[src/design/vdb_pkg.sv]
// ----------------------------------------------------------------------------
// vdb_pkg
// Shared types and constants of the distance and bearing pipeline: CORDIC
// datapath widths, the arctangent step table and the bearing case codes.
// ----------------------------------------------------------------------------
package vdb_pkg;

    // cordic datapath
    localparam int CORDIC_STEPS = 28;
    localparam int CX_W         = 64;
    localparam int CX_TOP       = 60;
    localparam int Z_W          = 33;
    localparam int Z_FRAC       = 24;

    // angle constants in degrees
    localparam int DEG_RIGHT = 90;
    localparam int DEG_HALF  = 180;

    // clamp limit and fold point of the accumulated angle
    localparam logic signed [Z_W-1:0] Z_90  = Z_W'(DEG_RIGHT) <<< Z_FRAC;
    localparam logic [31:0]           Z_180 = 32'(DEG_HALF) << Z_FRAC;

    // atan(2^-i) in 2^-24 degree, rounded to nearest
    localparam logic signed [Z_W-1:0] ATAN_TAB [CORDIC_STEPS] = '{
        754974720, 445687602, 235489088, 119537938, 60000934, 30029717,
        15018523, 7509720, 3754917, 1877466, 938734, 469367, 234684,
        117342, 58671, 29335, 14668, 7334, 3667, 1833, 917, 458, 229,
        115, 57, 29, 14, 7
    };

    // how the bearing is formed
    typedef enum logic [1:0] {
        BC_ROTATE,
        BC_UP,
        BC_DOWN,
        BC_BACK
    } bear_case_t;

    // control that travels beside the datapath
    typedef struct packed {
        bear_case_t bc;
        logic       dx_neg;
        logic       dy_neg;
    } bear_ctl_t;

endpackage

[src/design/vdb_cordic_cell.sv]
// ----------------------------------------------------------------------------
// vdb_cordic_cell
// One vectoring micro-rotation of the CORDIC chain, registered at its output.
// ----------------------------------------------------------------------------
module vdb_cordic_cell #(
    parameter int STEP = 0
) (
    input  logic                             clk,
    input  logic [vdb_pkg::CX_W-1:0]         x_in,
    input  logic signed [vdb_pkg::CX_W-1:0]  y_in,
    input  logic signed [vdb_pkg::Z_W-1:0]   z_in,
    output logic [vdb_pkg::CX_W-1:0]         x_out,
    output logic signed [vdb_pkg::CX_W-1:0]  y_out,
    output logic signed [vdb_pkg::Z_W-1:0]   z_out
);
    import vdb_pkg::*;

    localparam logic signed [Z_W-1:0] STEP_ANGLE = ATAN_TAB[STEP];

    logic [CX_W-1:0]        xs;
    logic signed [CX_W-1:0] ys;
    logic [CX_W-1:0]        x_next, x_reg;
    logic signed [CX_W-1:0] y_next, y_reg;
    logic signed [Z_W-1:0]  z_next, z_reg;

    // rotate toward the x axis by the sign of y
    always_comb
    begin
        xs = x_in >> STEP;
        ys = y_in >>> STEP;
        if (!y_in[CX_W-1])
        begin
            x_next = x_in + $unsigned(ys);
            y_next = y_in - $signed(xs);
            z_next = z_in + STEP_ANGLE;
        end
        else
        begin
            x_next = x_in - $unsigned(ys);
            y_next = y_in + $signed(xs);
            z_next = z_in - STEP_ANGLE;
        end
    end

    // stage register
    always_ff @(posedge clk)
    begin
        x_reg <= x_next;
        y_reg <= y_next;
        z_reg <= z_next;
    end

    assign x_out = x_reg;
    assign y_out = y_reg;
    assign z_out = z_reg;

endmodule

[config.mk]
export PLATFORM = sky130hd
export DESIGN_NAME = vdb_cordic_cell
export DESIGN_NICKNAME = d
export VERILOG_FILES = /design/src/design/vdb_pkg.sv /design/src/design/vdb_cordic_cell.sv
export SDC_FILE = /design/constraint.sdc
export NUM_CORES = 1
export LEC_CHECK = 0
export ABC_CLOCK_PERIOD_IN_PS = 5430
export BUFFER_PORTS_ARGS = -buffer_cell sky130_fd_sc_hd__buf_2
export CORE_MARGIN = 8
export CORE_UTILIZATION = 47
export CTS_CLUSTER_DIAMETER = 60
export CTS_CLUSTER_SIZE = 24
export DETAILED_ROUTE_END_ITERATION = 10
export PLACE_DENSITY_LB_ADDON = 0.2
export SYNTH_ARGS = -nofsm -noshare
export SYNTH_HDL_FRONTEND = slang
export SYNTH_SLANG_ARGS = --single-unit
[constraint.sdc]
create_clock -name clk -period 5.43 [get_ports clk]
set_input_delay 1.3575 -clock clk [delete_from_list [all_inputs] [get_ports clk]]
set_output_delay 1.3575 -clock clk [all_outputs]
set_load 0.005 [all_outputs]
# Word-level counts from Yosys, hierarchy flattened
# Cells that the tools add are included.
# op_classes
n_addsub	6
mux	3
# ops
operator	count
64-bit adder	2
64-bit two-way mux	2
64-bit subtractor	2
33-bit by 31-bit adder with 33-bit output (second input constant)	1
33-bit two-way mux	1
33-bit by 31-bit subtractor with 33-bit output (second input constant)	1
# totals
reg_bits	161
inputBits	162
wordCells	12

# Longest topological paths before layout
# depth
ltp_word	2
depth_mapped	23
ltp_nobuf	22

# Worst setup path before layout
# No wires, ideal clock.
# synth_path
kind	in2reg
startpoint	input y_in[20] (netlist name)
endpoint	register x_reg[63], in the netlist x_out[63]
setup_time_ns	0.088
arrival_time_ns	5.498
slack_ns	-0.156
cell_stages	20
path_buffers	1
cell_sequence	or4_1 > nor4_1 > nor3b_2 > and2_1 > buf_2 > nand3b_1 > nor2_1 > a21oi_1 > xnor2_1 > ha_1 > a21o_1 > a21o_1 > a21o_1 > a21oi_1 > o21ai_0 > a221o_1 > and2_1 > o21ai_0 > o21ai_1 > nor4_2
# synth_between
elab_chain_len	2
word_cells_on_any_way	3
# synth_lines
item	line_no	rtl
start, declared	vdb_cordic_cell.sv:10	input logic signed [vdb_pkg::CX_W-1:0] y_in,
64-bit adder or 64-bit subtractor (tied branches)	vdb_cordic_cell.sv:33, vdb_cordic_cell.sv:39	
64-bit two-way mux *	vdb_cordic_cell.sv:31	if (!y_in[CX_W-1])
net x_next[63]	vdb_cordic_cell.sv:22	logic [CX_W-1:0] x_next, x_reg;
end signal, assigned	vdb_cordic_cell.sv:48	x_reg <= x_next;
end, declared	vdb_cordic_cell.sv:22	
# The timed path passes the listed nets; every way through them passes the cells marked *.

# Worst setup path in the final report
# layout_path
startpoint	input x_in[15] (netlist name)
endpoint	register y_reg[63], in the netlist y_out[63]
# layout_between
elab_chain_len	2
word_cells_on_any_way	3
# layout_lines
item	line_no	rtl
start, declared	vdb_cordic_cell.sv:9	input logic [vdb_pkg::CX_W-1:0] x_in,
64-bit subtractor or 64-bit adder (tied branches)	vdb_cordic_cell.sv:34, vdb_cordic_cell.sv:40	
64-bit two-way mux *	vdb_cordic_cell.sv:31	
net y_next[63]	vdb_cordic_cell.sv:23	logic signed [CX_W-1:0] y_next, y_reg;
end signal, assigned	vdb_cordic_cell.sv:49	y_reg <= y_next;
end, declared	vdb_cordic_cell.sv:23	
# Marks and branches as above.

==> qor.yml <==
status: "finished clean"
drtAntennaViolNets: 0
fin_crit_sh_pct: 96.5
arrival_ps: 5610
use_met2_pct: 39.3
critPathSlowestCell: "or4_4"
syn_area_um2: 13700
place_ws_ps: -468
grtUsageTotal_pct: 28.6
io_pins: 323
worst_pin_slew_ps: 594
start_util_pct: 47.8
wire_per_inst_um: 19.1
cp-end-kind: "flop"
final_area_um2: 18800
nNetsFinal: 2642
min_period_ps: 5240
critPathLaunchType: "input port"
cts-root-buf: "clkbuf_16"
grt_first_pass_wirelength_um: 80700
synth.area.top_cells: "dfxtp_1 23%, ha_1 14%, xnor2_1 8.9%, a21oi_1 7.7%, xor2_1 7.0%"
post-synth-top-area-fraction_pct: 23.3
postSynthCellCount: 1729
coreArea_um2: 28700
cts-buffers-inserted: 17
worstHoldPathType: "input port to flop"
clk_pin_slew_worst_paths_ps: 70
totalWireLength_um: 52200
synthArstFlopShare_pct: 0
grt_max_degree: 59
yosysTopAreaCell: "dfxtp_1"
dp.final_hpwl_um: 43600
rows: 62
final_cell_count_no_fill: 2739
drive_gt1_share_pct: 31.3
drv_cap: 0
finalHoldViolCount: 0
grt_pass1_vias: 14400
final.setup.worst_slack_ps: 192
post_dp_cell_area_um2: 18000
setup_viol: 0
port_buffers: 322
slew_headroom_pct: 60.0
clock-sinks: 160
drv_slew: 0
worstPathRequired_ps: 5800
area_growth_pct: 37.1
die_area_um2: 34900
dieHeight_um: 187
drt-initial-drc-count: 1631
gp_congestion: 1.00
grt_overflow: 0
die-width_um: 187
cp_num_buf_inv: 2
max_freq_ghz: 0.191
leakagePower_nw: 9.14
ir_worst_vdd_v: 0.000184
worstSetupPathType: "input port to flop"
synthDistinctLibCells: 84
cts_tree: "done"
path_max_fanout: 5
num_vias: 15200
ys_warn_count: 0
antenna_found_initial: 20
synth_most_common_cell: "a21oi_1"
seq_area_frac_synth_pct: 23.3
drt-pass1-iter-count: 6
use_met1_pct: 43.3
ys_ff_latch: 160
netlist_top_cells_count: "212 x a21oi_1, 174 x nor2_1, 160 x dfxtp_1"
critPathMaxStageDelay_ps: 570
met3_usage_pct: 5.82
place_inst: 2691
crit_family: "compound AO/OA/AOI/OAI gates"
power_density_nw_per_um2: 294
avgSynthCellArea_um2: 7.94
htree_levels: 4
grt_busiest_layer: "met1"
synthesis.nets: 2043
cp_cell_sequence: "buf_2 > or4_4 > nor3_4 > nand2_1 > nor2_2 > buf_4 > and3_1 > a21oi_1 > xor2_1 > ha_1 > a21oi_2 > o21ai_0 > a21oi_1 > o221ai_1 > a221oi_2 > o21ai_2 > a21oi_2 > o21ai_1 > a311oi_2 > xnor2_1"
synth_flop_cell: "dfxtp_1"
synth_edf_count: 0
hold_slack_ps: 1020
drc: 0
clk_path_buf_depth: 2
avgViaCountPerCell: 5.54
[power breakdown]
group          switching, mW  leakage [nW]  total, mW  internal, mW
combinational           1.38          7.49       2.63          1.24
sequential            0.0877          1.35       1.61          1.52
clock                  0.598         0.293       1.29         0.696
[sequential cells by signal, indices dropped and copies added, names as in the netlist]
name / count
z_out: 33
x_out: 64
y_out: 63
[metrics by stage]
| stage | TNS (ps) | total power [mW] | utilization [%] |
|---|---|---|---|
| 2_1_floorplan | 0 | 2.96 | - |
| 3_3_place_gp | -2760 | 4.17 | 62.8 |
| 3_5_place_dp | -4810 | 4.19 | 62.8 |
| 4_1_cts | 0 | 5.51 | 64.9 |
| 5_1_grt | -20.6 | 5.88 | 65.6 |
| 6_report | 0 | 5.53 | 65.6 |
[logic make-up after synthesis]
| family | share of synthesized area (%) |
|---|---|
| mux | 0.228 |
| simple gates | 18.3 |
| buf+inv | 3.43 |
| compound gates | 24.7 |
| xor+xnor | 16.1 |
| flops | 23.3 |
| fa+ha+maj | 14.0 |
[per-layer routing]
metal / vias to the layer above / part of all wire, %
met3: 82 / 8.5
li1: 7426 / -
met4: 10 / 2.3
met5: - / 0.13
met1: 6913 / 50
met2: 748 / 39
[layout make-up]
type / instances / area (um^2)
Clock buffer: 17 / 425
Inverter: 61 / 229
Fill cell: 2601 / 9880
Antenna cell: 15 / 37.5
Sequential cell: 160 / 3200
Timing Repair Buffer: 640 / 4030
Tap cell: 384 / 480
Clock inverter: 14 / 175
Multi-Input combinational cell: 1448 / 10200
[cell usage in the layout (no fill, tap or decap), drive strengths merged, types with 6 or more instances in the layout]
cell    netlist  routed
nand2b       19      19
o21a         14      14
dfxtp       160     160
xnor2       141     141
nor4         19      19
and2         13      13
xor2        109     109
nor2b        12      12
or3           9       9
a21oi       212     212
ha          149     149
inv          61      68
and3         13      13
o211ai       11      11
a211oi       13      13
o31a          7       7
nand4        30      30
diode         0      15
nor2        175     175
o21bai       22      22
o41ai         7       7
o21ai        87      87
nor3         46      46
a31oi        27      27
clkbuf       43      17
nand3        22      22
a21o         81      81
a21boi        8       8
buf          17     640
or2           6       6
o31ai        14      14
or4           9       9
nand2       105     105
[what timing repair did]
item / CTS / global route
hold buffers: 0 / 0
endpoints found under the setup margin: 1 / 16
setup buffers: 0 / 2
resized for setup: 1 / 29
pin swaps: 0 / 5
[final timing paths]
check                start           endpoint  slack (ps)  depth (start not counted)
setup / recovery  x_in[15]  y_out[63]$_DFF_P_         190                         20
hold / removal    z_in[10]  z_out[10]$_DFF_P_        1020                          1
(Power assumes the default switching activity.)
