## src/design/vdb_sqrt_cell.sv

```systemverilog
// ----------------------------------------------------------------------------
// vdb_sqrt_cell
// One digit of a restoring integer square root, registered at its output.
// ----------------------------------------------------------------------------
module vdb_sqrt_cell #(
    parameter int AW = 17
) (
    input  logic              clk,
    input  logic [2*AW-1:0]   rad_in,
    input  logic [AW+1:0]     rem_in,
    input  logic [AW-1:0]     q_in,
    output logic [2*AW-1:0]   rad_out,
    output logic [AW+1:0]     rem_out,
    output logic [AW-1:0]     q_out
);
    localparam int RW = AW + 2;
    localparam int TW = AW + 4;

    logic [TW-1:0]   acc;
    logic [TW-1:0]   trial;
    logic [2*AW-1:0] rad_next, rad_reg;
    logic [RW-1:0]   rem_next, rem_reg;
    logic [AW-1:0]   q_next, q_reg;

    // bring down two radicand bits and try the next root bit
    always_comb
    begin
        acc      = {rem_in, rad_in[2*AW-1 -: 2]};
        trial    = {2'b00, q_in, 2'b01};
        rad_next = {rad_in[2*AW-3:0], 2'b00};
        if (acc >= trial)
        begin
            rem_next = RW'(acc - trial);
            q_next   = {q_in[AW-2:0], 1'b1};
        end
        else
        begin
            rem_next = acc[RW-1:0];
            q_next   = {q_in[AW-2:0], 1'b0};
        end
    end

    // stage register
    always_ff @(posedge clk)
    begin
        rad_reg <= rad_next;
        rem_reg <= rem_next;
        q_reg   <= q_next;
    end

    assign rad_out = rad_reg;
    assign rem_out = rem_reg;
    assign q_out   = q_reg;

endmodule

```

## config.mk

```make
export PLATFORM = sky130hd
export DESIGN_NAME = vdb_sqrt_cell
export DESIGN_NICKNAME = d
export VERILOG_FILES = /design/src/design/vdb_sqrt_cell.sv
export SDC_FILE = /design/constraint.sdc
export NUM_CORES = 1
export LEC_CHECK = 0
export ABC_CLOCK_PERIOD_IN_PS = 4900
export BUFFER_PORTS_ARGS = -buffer_cell sky130_fd_sc_hd__buf_4
export CAP_MARGIN = 20
export CORE_MARGIN = 8
export CORE_UTILIZATION = 49
export DETAILED_ROUTE_END_ITERATION = 6
export PLACE_DENSITY_LB_ADDON = 0.3
export SYNTH_ARGS = -nofsm -noshare
export SYNTH_HDL_FRONTEND = slang
export SYNTH_SLANG_ARGS = --single-unit
```

## constraint.sdc

```tcl
create_clock -name clk -period 4.9 [get_ports clk]
set_input_delay 0.245 -clock clk [delete_from_list [all_inputs] [get_ports clk]]
set_output_delay 0.245 -clock clk [all_outputs]
set_load 0.1 [all_outputs]
```

* Word-level counts from Yosys, hierarchy flattened
Index checks and enable logic that the tools add are counted.
** Operators by class
- Add/subtract/negate cells :: 1
- Magnitude comparators :: 1
- Muxes and demuxes :: 2
** Operators by type and width (number)
- 21-bit by 19-bit >= comparator with 1-bit output :: 1
- 19-bit 2-to-1 mux :: 1
- 19-bit subtractor :: 1
- 1-bit 2-to-1 mux :: 1
** Word-level totals
- Register bits after elaboration :: 68
- Input bits :: 71
- Output and inout port bits :: 70
- Logic and storage cells :: 7

* Longest topological paths before layout
Gate-level depths: netlist of run 1.
- Word-level depth :: 2
- Mapped depth :: 10
- Depth with buffers taken out :: 8

* Least setup slack after synthesis of run 1
Ideal clock, no wire load.
- Kind :: in2reg
- From :: in q_in[12]
- To :: reg rem_reg[10], in the netlist rem_out[10]
- Library setup time :: 0.121 ns
- Arrival :: 2.036 ns
- Required time :: 4.779 ns
- Setup slack :: 2.743 ns
- Stages :: 10
- Buffers on the path :: 2
- Path through :: inv_1 ha_1 buf_6 and4_4 nand3_2 or4_1 nand3_1 a21oi_2 buf_6 mux2_4
** Between the ends
- Longest elaborated chain between the ends :: 2
** Ends and longest elaborated chain
- start, declared :: RTL line 11 : input logic [AW-1:0] q_in,
- 21-bit by 19-bit >= comparator with 1-bit output :: RTL line 31 : if (acc >= trial)
- 19-bit 2-to-1 mux :: RTL line 31
- named net rem_next[10] :: RTL line 22 : logic [RW-1:0] rem_next, rem_reg;
- end signal, assigned :: RTL line 47 : rem_reg <= rem_next;
- end, declared :: RTL line 22
The timed path passes the listed nets, and every way through them passes these cells.

* Worst setup path in the final report of run 1
- From :: in q_in[0]
- To :: reg rem_reg[11], in the netlist rem_out[11]
** Between the ends
- Longest elaborated chain between the ends :: 2
- Elaborated cells between the ends (all ways) :: 3
- Classes of those cells :: add/sub: 1; order compare: 1; mux: 1
** Ends and longest elaborated chain (RTL line)
- 19-bit subtractor / 21-bit by 19-bit >= comparator with 1-bit output (equally long branches) :: 33, 31
- 19-bit 2-to-1 mux * :: 31
- named net rem_next[11] :: 22
Mark *: on every way through the listed nets, which the timed path passes. The rest lies on a longest branch.

==> qor.txt, run 1 <==
via count -> 2657
number of global-route vias before repair -> 2672
Nets -> 534
power share of the clock group -> 25.2%
Port Buf Inserts -> 138
Post-synth EDFFs -> 0
largest area contributor in the netlist -> dfxtp_1
Placed Cells -> 462
combinational fraction of design power -> 41.7%
Post-Layout Cell Count -> 521
ranking of synthesized cells by area -> dfxtp_1 49%, ha_1 8.6%, mux2_4 7.6%
postcts setup bufs -> 0
final setup fails -> 0
Unique masters post-synth -> 43
WHS Path Cells -> 1
count leader, synth -> dfxtp_1
Hold Crit Start -> q_in[7]
Slew Limit Fails -> 0
initial core utilization -> 50.5%
Critical Path End Type -> register
Sw Ratio -> 43.2%
peak supply drop -> 0.235 mV
post-CTS sizing -> 0
crit path kind -> in2reg
Worst path max stage delay -> 0.53 ns
# clock sinks -> 68
ys async rst share -> 0%
Tot Pwr -> 1.90 mW
Remaining Overflow, GRT -> 0
Pleak -> 2.15 nW
num rows -> 27
largest net degree at the start of global routing -> 16
run status -> completed
Synth Instances -> 261
drt first pass iters -> 4
final worst-path cycle share -> 61.5%
initial drt markers -> 133
pre-CTS WS -> 2.15 ns
via/cell ratio -> 5.10
total wire length -> 10.2 mm
Critical Path AT -> 3.25 ns
register area share after synthesis -> 49.3%
Hold Path End -> q_out[8]
Crit path required time -> 5.14 ns
RSZ-0062 raised after global routing -> false
first-pass GRT wire length -> 14.8 mm
Yosys reg bits -> 68
Pint -> 1.08 mW
Switch Pwr -> 821 uW
initial antenna violation count -> 0
crit-path cells -> dlygate4sd3_1 -> buf_4 -> inv_1 -> ha_1 -> o211ai_1 -> o21ai_1 -> o21ai_1 -> o21ai_2 -> a21oi_2 -> buf_4 -> mux2_4
Ys Warns -> 0
mapped cell area -> 2760 sq um
setup ws final -> 1.89 ns
Period minus WS final -> 3.01 ns
final hold vios -> 0
number of buffers created by CTS -> 9
number of fill cells in the layout -> 332
CORE AREA -> 5470 sq um
Mean Syn Cell Area -> 10.6 sq um
clk buf depth -> 2
global-route usage over all layers -> 22.5%
Routed Antenna Nets -> 0
TritonCTS clock tree -> done
Critical-path top delay cell -> dlygate4sd3_1
Yosys top cell area share -> 49.3%
layout overhead on the synthesized area -> 61.0%
die area -> 8300 sq um
top cells by count, synth -> 68 x dfxtp_1, 27 x inv_1, 20 x a21oi_1
P per Cell Area -> 427 nW/um^2
max cap viols -> 0
share of layout cells above drive strength 1 -> 39.2%
height of the chip -> 91.1 um
ant diodes -> 0
Flop pwr share -> 33.2%
hold buffers post-CTS -> 40
CTS H-tree depth -> 3
Die X -> 91.1 um
worst-path maximum fanout -> 15
crit path launch type -> input port
Post-route DRC -> 0
Storage cell area -> 1360 sq um
Multi-input gate area -> 1220 sq um
Top FF cell, synth -> dfxtp_1
clock-pin slew on the worst setup and hold paths -> 0.08 ns
Hold WC Path Type -> in2reg
DR WL/cell -> 19.5 um
root buf cell -> clkbuf_8
achievable frequency -> 0.332 GHz
Setup TNS Final -> 0 ns
post-DP HPWL -> 6.25 mm
num ports -> 141
gp weighted congestion -> 0.849
## worst max path at each step
| stage | slack [ns] | endpoint | startpoint | depth (start not counted) |
|---|---|---|---|---|
| after floorplan | 2.74 | rem_out[10] | q_in[12] | 10 |
| after global placement | 2.22 | rem_out[12] | rem_in[0] | 9 |
| after detailed placement | 2.15 | rem_out[3] | rem_in[0] | 9 |
| after CTS | 1.97 | rem_out[3] | q_in[0] | 11 |
| after global routing | 1.72 | rem_out[10] | q_in[0] | 11 |
| final | 1.89 | rem_out[11] | q_in[0] | 11 |
## layout by cell type (no fill, tap or decap), drive strengths merged, types with 2 or more instances in the layout
| master | synthesis | routed |
|---|---|---|
| buf | 8 | 139 |
| xnor2 | 8 | 8 |
| clkinvlp | 0 | 2 |
| o2111ai | 3 | 3 |
| clkinv | 0 | 3 |
| nand4 | 5 | 5 |
| o21ai | 12 | 12 |
| nand3 | 4 | 4 |
| a31oi | 3 | 3 |
| a211oi | 2 | 2 |
| inv | 27 | 27 |
| nor3 | 3 | 3 |
| mux2 | 15 | 15 |
| conb | 1 | 2 |
| nor2 | 9 | 9 |
| o21a | 4 | 4 |
| xor2 | 7 | 7 |
| o211ai | 3 | 3 |
| nand2b | 3 | 3 |
| dlygate4sd3 | 0 | 43 |
| o311ai | 2 | 2 |
| dfxtp | 68 | 68 |
| nor2b | 2 | 2 |
| nand2 | 14 | 14 |
| a21oi | 21 | 21 |
| ha | 19 | 19 |
| clkbuf | 3 | 10 |
| mux2i | 4 | 4 |
## power groups by stage
stage | clock (mW) | sequential [mW] | combinational, mW
after global placement | 0 | 0.636 | 0.742
after global routing | 0.506 | 0.634 | 0.819
after detailed placement | 0 | 0.638 | 0.751
after floorplan | 0 | 1.05 | 0.172
after CTS | 0.470 | 0.626 | 0.780
final | 0.478 | 0.630 | 0.792
## final cells by class
type / count / area share (%)
clock buffer: 10 / 3.09
inverter: 27 / 2.28
timing repair buffer: 182 / 33.1
tap: 72 / 2.02
multi-input combinational: 156 / 27.4
clock inverter: 6 / 1.43
sequential: 68 / 30.6
## registers in the layout (all words and copies together), names as in the netlist
signal,count
q_out,17
rad_out,32
rem_out,19
## layer usage
metal  global-route usage [%]  vias up  wire (um)
li1                         -     1257          -
met1                     25.4     1245       4060
met2                     39.6      141       5210
met3                     7.49       14        784
met4                     6.14        0        124
met5                        0        -          0
## per-stage QoR
stage	hold WS, ns	util (%)	cell area, sq um
finish	0.0140	81.3	4450
global route	-0.000870	81.3	4450
CTS	0.000469	80.7	4420
detailed placement	0.351	69.8	3820
global placement	0.350	69.8	3820
floorplan	0.273	-	2770
## worst max-delay path, delay by kind of cell
| family | cells | cell delay [ns] |
|---|---|---|
| compound gates | 5 | 1.26 |
| fa+ha+maj | 1 | 0.34 |
| buf+inv | 4 | 1.06 |
| mux | 1 | 0.33 |
## logic make-up (layout without fill, tap and decap cells)
kind of cell	count (synthesis)	after routing	synth area share, %
simple gates	46	46	8.56
buf+inv	38	225	6.70
compound gates	55	55	12.5
fa+ha+maj	19	19	8.60
mux	19	19	9.46
other cells	1	2	0.136
flops	68	68	49.3
xor+xnor	15	15	4.75
Power figures use the tool's default switching activity.
==> inputs of run 2 (changes only) <==
--- a/config.mk
+++ b/config.mk
@@ -5,11 +5,12 @@
 export SDC_FILE = /design/constraint.sdc
 export NUM_CORES = 1
 export LEC_CHECK = 0
-export ABC_CLOCK_PERIOD_IN_PS = 4900
+export ABC_AREA = 1
+export ABC_CLOCK_PERIOD_IN_PS = 2800
 export BUFFER_PORTS_ARGS = -buffer_cell sky130_fd_sc_hd__buf_4
 export CAP_MARGIN = 20
 export CORE_MARGIN = 8
-export CORE_UTILIZATION = 49
+export CORE_UTILIZATION = 46
 export DETAILED_ROUTE_END_ITERATION = 6
 export PLACE_DENSITY_LB_ADDON = 0.3
 export SYNTH_ARGS = -nofsm -noshare
==> constraint.sdc (replaced) <==
create_clock -name clk -period 2.8 [get_ports clk]
set_input_delay 0.14 -clock clk [delete_from_list [all_inputs] [get_ports clk]]
set_output_delay 0.14 -clock clk [all_outputs]
set_load 0.1 [all_outputs]
==> qor.txt, run 2 <==
CORE AREA -> 6200 sq um (was 5470 sq um)
Unique masters post-synth -> 23 (was 43)
initial core utilization -> 46.4% (was 50.5%)
ys async rst share -> 0% (unchanged)
Worst path max stage delay -> 0.56 ns (was 0.53 ns)
share of layout cells above drive strength 1 -> 28.7% (was 39.2%)
final worst-path cycle share -> 78.8%
Period minus WS final -> 2.21 ns
num rows -> 29 (was 27)
Synth Instances -> 378 (was 261)
Crit path required time -> 3.09 ns (was 5.14 ns)
TritonCTS clock tree -> done (unchanged)
largest area contributor in the netlist -> dfxtp_1 (unchanged)
Slew Limit Fails -> 0 (unchanged)
die area -> 9040 sq um (was 8300 sq um)
CP most frequent cell -> nand2_1
# clock sinks -> 68 (unchanged)
Crit path max-delay family -> buffers and inverters (was compound AO/OA/AOI/OAI gates)
gp weighted congestion -> 0.938 (was 0.849)
Pleak -> 2.62 nW (was 2.15 nW)
DR WL/cell -> 15.4 um (was 19.5 um)
Setup TNS Final -> 0 ns (unchanged)
Critical Path AT -> 2.49 ns (was 3.25 ns)
Critical-path top delay cell -> dlygate4sd3_1 (unchanged)
via count -> 3056 (was 2657)
max reg flops -> 32 (unchanged)
Crit path buffers/inverters -> 4 (unchanged)
crit path kind -> in2reg (unchanged)
ant diodes -> 0 (unchanged)
initial antenna violation count -> 0 (unchanged)
Hold WC Path Type -> in2reg (unchanged)
mapped cell area -> 2880 sq um (was 2760 sq um)
setup ws final -> 0.594 ns (was 1.89 ns)
register area share after synthesis -> 47.3% (was 49.3%)
peak supply drop -> 0.391 mV (was 0.235 mV)
Top FF cell, synth -> dfxtp_1 (unchanged)
Port Buf Inserts -> 138 (unchanged)
top cells by count, synth -> 134 x nand2_1, 68 x dfxtp_1, 56 x inv_1 (was 68 x dfxtp_1, 27 x inv_1, 20 x a21oi_1)
ranking of synthesized cells by area -> dfxtp_1 47%, nand2_1 17%, ha_1 8.3% (was dfxtp_1 49%, ha_1 8.6%, mux2_4 7.6%)
P per Cell Area -> 705 nW/um^2 (was 427 nW/um^2)
num ports -> 141 (unchanged)
root buf cell -> clkbuf_8 (unchanged)
most frequent cells in the layout -> 138 x buf_4, 134 x nand2_1, 68 x dfxtp_1 (was 139 x buf_4, 68 x dfxtp_1, 43 x dlygate4sd3_1)
total wire length -> 10.2 mm (about the same)
Routed Antenna Nets -> 0 (unchanged)
drt first pass iters -> 4 (unchanged)
largest net degree at the start of global routing -> 23 (was 16)
Critical Path End Type -> register (unchanged)
RSZ-0062 raised after global routing -> false (unchanged)
layout overhead on the synthesized area -> 67.2% (was 61.0%)
post-DP HPWL -> 6.71 mm (was 6.25 mm)
Ys Warns -> 0 (unchanged)
run status -> completed (unchanged)
Mean Syn Cell Area -> 7.61 sq um (was 10.6 sq um)
global-route usage over all layers -> 22.7% (was 22.5%)
Yosys reg bits -> 68 (unchanged)
most common cell after layout, fill and taps aside -> buf_4 (unchanged)
Yosys top cell area share -> 47.3% (was 49.3%)
pre-CTS WS -> 0.861 ns (was 2.15 ns)
Remaining Overflow, GRT -> 0 (unchanged)
final hold vios -> 0 (unchanged)
via/cell ratio -> 4.60 (was 5.10)
worst-path maximum fanout -> 22 (was 15)
number of global-route vias before repair -> 3235 (was 2672)
final setup fails -> 0 (unchanged)
clk buf depth -> 2 (unchanged)
Post-route DRC -> 0 (unchanged)
CTS H-tree depth -> 3 (unchanged)
number of buffers created by CTS -> 9 (unchanged)
Nets -> 673 (was 534)
first-pass GRT wire length -> 15.9 mm (was 14.8 mm)
Die X -> 95.1 um (was 91.1 um)
crit-path cells -> dlygate4sd3_1 -> buf_4 -> ha_1 -> nand2_1 -> inv_2 -> nand2_1 -> nor2_2 -> nand3_1 -> nand2_1 -> nor2_1 -> nand2_4 -> inv_4 -> nand2_1 -> nand2_1 (was dlygate4sd3_1 -> buf_4 -> inv_1 -> ha_1 -> o211ai_1 -> o21ai_1 -> o21ai_1 -> o21ai_2 -> a21oi_2 -> buf_4 -> mux2_4)
max cap viols -> 0 (unchanged)
height of the chip -> 95.1 um (was 91.1 um)
Post-synth EDFFs -> 0 (unchanged)
post-CTS sizing -> 0 (unchanged)
achievable frequency -> 0.453 GHz
initial drt markers -> 122 (was 133)
crit path launch type -> input port (unchanged)
count leader, synth -> nand2_1 (was dfxtp_1)
clock-pin slew on the worst setup and hold paths -> 0.08 ns (about the same)
## run 2: power by group
group	total, mW	switching [mW]	internal, mW
Clock	0.989	0.395	0.594
Combinational	1.31	0.975	0.339
Sequential	1.09	0.0301	1.06
Total	3.39	1.40	1.99
## run 2: final timing paths
path                        from          end  slack, ns  cells past startpoint
worst max-delay path   rem_in[9]  rem_out[10]       0.59                     14
worst min-delay path  rem_in[11]  rem_out[13]       0.01                      3
## run 2: cells by family after synthesis
logic type	count (synthesis)	synth area share, %
buffers and inverters	67	9.74
flip-flops	68	47.3
XOR/XNOR	8	2.44
AO/OA/AOI/OAI	22	3.96
adder cells (fa/ha/maj)	19	8.26
AND/OR/NAND/NOR	193	28.1
other	1	0.130
## run 2: what timing repair did
| item | 4_1_cts | 5_1_grt |
|---|---|---|
| buffers inserted | 0 | 0 |
| endpoints found under the hold margin | 59 | 1 |
| hold buffers | 59 | 1 |
## run 2: metal layers
layer	global-route usage, %	vias to the layer above	part of all wire [%]
li1	-	1558	-
met1	25.3	1355	41
met4	8.58	0	1.3
met5	0	-	0
met2	39.9	131	49
met3	6.54	12	8.5
## run 2: cell type report
| cell class | instances | area (sq um) |
|---|---|---|
| repair buffers | 198 | 1640 |
| inverters | 62 | 235 |
| multi-input cells | 244 | 1240 |
| fillers | 429 | 1400 |
| clock inverters | 6 | 113 |
| well taps | 77 | 96.3 |
| flip-flops and latches | 68 | 1360 |
| clock buffers | 10 | 128 |
## run 2: tightest hold or removal path, cell delays in order
cell and delay, ns:
buf_4 0.08, nand2_1 0.05, nand2_1 0.06
## run 2: per-stage QoR
step | area (sq um) | hold WS, ns | utilization (%) | instances | power [mW]
6_report | 4810 | 0.0125 | 77.5 | 665 | 3.39
5_1_grt | 4810 | 0.0149 | 77.5 | 665 | 3.51
4_1_cts | 4800 | 0.000911 | 77.3 | 664 | 3.38
3_5_place_dp | 3970 | 0.246 | 63.9 | 589 | 2.33
3_3_place_gp | 3970 | 0.245 | 63.9 | 589 | 2.32
2_1_floorplan | 2880 | 0.168 | - | 379 | 2.04
